**src/rtl/core/sit_queue.sv**
```systemverilog
module sit_queue #(
  parameter int DATA_W = 8,
  parameter int DEPTH  = 4
) (
  input  logic              clk,
  input  logic              rst_n,
  input  logic              push,
  input  logic [DATA_W-1:0] wdata,
  output logic              full,
  input  logic              pop,
  output logic [DATA_W-1:0] rdata,
  output logic              empty
);

  localparam int AW = (DEPTH > 1) ? $clog2(DEPTH) : 1;
  localparam int CW = $clog2(DEPTH + 1);

  logic [DATA_W-1:0] mem_r [DEPTH];
  logic [AW-1:0]     wr_ptr_r, rd_ptr_r;
  logic [CW-1:0]     cnt_r;
  logic              do_push, do_pop;

  assign full    = (cnt_r == CW'(DEPTH));
  assign empty   = (cnt_r == '0);
  assign do_push = push && !full;
  assign do_pop  = pop && !empty;
  assign rdata   = mem_r[rd_ptr_r];

  // pointers and fill count
  always_ff @(posedge clk) begin
    if (!rst_n) begin
      wr_ptr_r <= '0;
      rd_ptr_r <= '0;
      cnt_r    <= '0;
    end else begin
      if (do_push) begin
        wr_ptr_r <= (wr_ptr_r == AW'(DEPTH - 1)) ? '0 : wr_ptr_r + 1'b1;
      end
      if (do_pop) begin
        rd_ptr_r <= (rd_ptr_r == AW'(DEPTH - 1)) ? '0 : rd_ptr_r + 1'b1;
      end
      if (do_push && !do_pop) begin
        cnt_r <= cnt_r + 1'b1;
      end else if (do_pop && !do_push) begin
        cnt_r <= cnt_r - 1'b1;
      end
    end
  end

  // storage
  always_ff @(posedge clk) begin
    if (do_push) begin
      mem_r[wr_ptr_r] <= wdata;
    end
  end

endmodule

```
**config.mk**
```make
export PLATFORM = sky130hd
export DESIGN_NAME = sit_queue
export DESIGN_NICKNAME = d
export VERILOG_FILES = /design/src/rtl/core/sit_queue.sv
export SDC_FILE = /design/constraint.sdc
export NUM_CORES = 1
export LEC_CHECK = 0
export BUFFER_PORTS_ARGS = -buffer_cell sky130_fd_sc_hd__buf_2
export CAP_MARGIN = 25
export CORE_MARGIN = 2
export CORE_UTILIZATION = 40
export CTS_BUF_LIST = sky130_fd_sc_hd__clkbuf_8
export CTS_CLUSTER_DIAMETER = 200
export DETAILED_ROUTE_END_ITERATION = 16
export GPL_TIMING_DRIVEN = 0
export HOLD_SLACK_MARGIN = 0.1
export PLACE_DENSITY = 0.71
export SLEW_MARGIN = 20
export SYNTH_ARGS = -nofsm -noshare
export SYNTH_HDL_FRONTEND = slang
export SYNTH_SLANG_ARGS = --single-unit
```
**constraint.sdc**
```tcl
create_clock -name clk -period 2.47 [get_ports clk]
set_clock_uncertainty 0.15 [all_clocks]
set_input_delay 0.741 -clock clk [delete_from_list [all_inputs] [get_ports clk]]
set_output_delay 0.741 -clock clk [all_outputs]
set_load 0.01 [all_outputs]
```
==> metrics.cfg <==
[clocking]
clockBufferDepth = 2
cts_buffers = 5
cts_setup_buffers = 0
clk_latency_ns = 0.28
cts_hold_buf = 0
clock_sinks = 41
clockRootBuffer = clkbuf_8
path_clk_slew_ns = 0.07
cts_resized = 2
tritoncts = yes
htree_levels = 2

[final_layout]
design_area_um2 = 1893
nets = 139
drive_above_1_share_pct = 33.06
post-route-util_pct = 47.67
areaGrowthSynthToFinish_pct = 16.12
diodes = 0

[synth]
ys_seq_elements = 41
synth.avg_cell_area_um2 = 17.53
synthesis.area_um2 = 1630
postSynthCellCount = 93
synth_nets = 112
yosys_warnings = 0
synth_cell_types = 23
yosysSeqAreaShare_pct = 69.99

[route]
wl_met3_um = 159
wirelength_um = 2624
dr.pass1.iters = 4
viasPerCell = 4.942
antenna_left = 0
drcViolationCount = 0
first_iter_violations = 81
top_layer = met4
wl_per_cell_um = 15.35
dr_wl_met2_um = 1400
wl_met1_um = 1035
vias = 845

[placed_design]
hpwl_um = 1768
place_area_um2 = 1798
port_buffers = 21
dp_slack_ns = -0.1819
gp_congestion = 0.7454

[power]
power_w = 0.001806
power_density_nw_per_um2 = 954.1
ir_drop_mv = 0.4045
leakage_nw = 0.6925

[worst_hold_path]
hold_start = wr_ptr_r[1]
holdCritPathClass = reg2reg
hold_path_depth = 2

[floorplanning]
dieHeight_um = 67.84
coreArea_um2 = 3971
die_x_um = 67.84
pin_count = 22
num_rows = 23
dieArea_um2 = 4602
start_util_pct = 41.05

[setup_path]
cp_num_cells = 3
critPathMaxStageDelay_ns = 0.53
cpMaxStageDelayCell = mux4_2
critPathArrivalTime_ns = 1.48
cp_data_required_time_ns = 1.58
crit_family = multiplexers
worstPathMaxFanout = 8
worstReg2RegStart = cnt_r[2]
crit_type = reg2out
crit_buf_inv = 2
reg2reg_setup_slack_ns = 0.16
reg2reg_depth = 9
worstPathCellList = buf_4 > mux4_2 > buf_2
startpoint_type = register
end_kind = output pin

[status]
outcome = completed

[timing]
fin_crit_ns = 2.366
whs_ns = 0.3584
fin_crit_sh_pct = 95.79
rsz0062_at_grt = false
hold_violations = 0
timing.final.max_slew_violations = 0
finalSetupViolCount = 0
worstMarginPinSlew_ns = 0.4525
relSlewSlack_pct = 69.83
fmax_mhz = 422.6
setup_slack_ns = 0.1039

[global_routing]
grt_overflow = 0
grt_pass1_wl_um = 4188
grt_pass1_vias = 879
grtUsageTotal_pct = 13.21
grt_max_degree = 13
antenna_found_initial = 0

[job]
drv_cap = 0

-- cell usage after synthesis --
master,number,share of area [%]
dfxtp_1,9,11
nor2_1,2,0.46
edfxtp_1,32,59
xnor2_1,1,0.54
buf_1,1,0.23
nor3b_2,1,0.77
nor2b_1,2,0.77
ha_1,6,4.6
or3_1,1,0.38
xor2_1,1,0.54
fa_1,1,1.2
mux4_2,8,11
and2_1,5,1.9
o31ai_1,1,0.46
nand3_1,2,0.61
clkbuf_1,1,0.23
nor3_1,1,0.31
buf_2,2,0.61
nand2_1,6,1.4
inv_1,3,0.69
o21ai_0,3,0.92
a21boi_0,1,0.46
mux2i_1,3,1.8
-- power breakdown --
part           total (W)  switching, W  leakage, nW  internal (W)
registers       0.000927     0.0000752        0.368      0.000852
logic           0.000487      0.000236        0.276      0.000250
clock network   0.000392      0.000204       0.0482      0.000188
-- metrics by stage --
step                       TNS, ns  instances
after floorplan                  0         93
after global placement    -0.07691        164
after detailed placement   -0.1819        164
after CTS                        0        171
after global routing             0        171
final                            0        171
-- worst paths after layout --
kind / end
worst max-delay path: rdata[6]
worst min-delay path: wr_ptr_r[1]
worst max register to register: cnt_r[2]
worst min register to register: wr_ptr_r[1]
-- layer usage --
metal	GRT usage, %	vias to the layer above
li1	-	404
met1	14.38	417
met2	23.41	22
met3	5.757	2
met4	3.750	0
met5	0	-
-- layout by cell type, fill, tap and decap left out, types with 3 or more instances in the layout --
cell,count
buf_2,22
mux2i_1,3
o21ai_0,3
dfxtp_1,7
ha_1,6
clkbuf_8,5
nand2_1,6
inv_1,5
and2_1,5
mux4_2,8
edfxtp_1,32
-- cells by family after synthesis --
family | after synthesis | synth area share (%)
AO/OA/AOI/OAI | 5 | 1.842
XOR/XNOR | 2 | 1.075
adder cells (fa/ha/maj) | 7 | 5.833
buffers and inverters | 7 | 1.765
flip-flops | 41 | 69.99
multiplexers | 11 | 12.89
AND/OR/NAND/NOR | 20 | 6.600
-- layout make-up --
| type | count | area [um2] |
|---|---|---|
| fillers | 341 | 2078 |
| flip-flops and latches | 41 | 1144 |
| multi-input cells | 45 | 474.2 |
| repair buffers | 21 | 105.1 |
| clock buffers | 5 | 68.82 |
| well taps | 50 | 62.56 |
| plain buffers | 3 | 16.27 |
| clock inverters | 3 | 11.26 |
| inverters | 3 | 11.26 |
-- state kept, by name, indices dropped and copies added (netlist names), named ones only --
signal / count
rd_ptr_r: 2
mem_r: 32
wr_ptr_r: 2
cnt_r: 3
-- worst register-to-register path: stages, from the launching register on --
cell and delay [ns]:
dfxtp_1 0.36, nor3b_2 0.18, nor2b_1 0.10, buf_2 0.18, ha_1 0.20, inv_1 0.06, fa_1 0.38, xor2_1 0.16
or3_1 0.30, a21boi_1 0.16
Power figures use the tool's default switching activity.
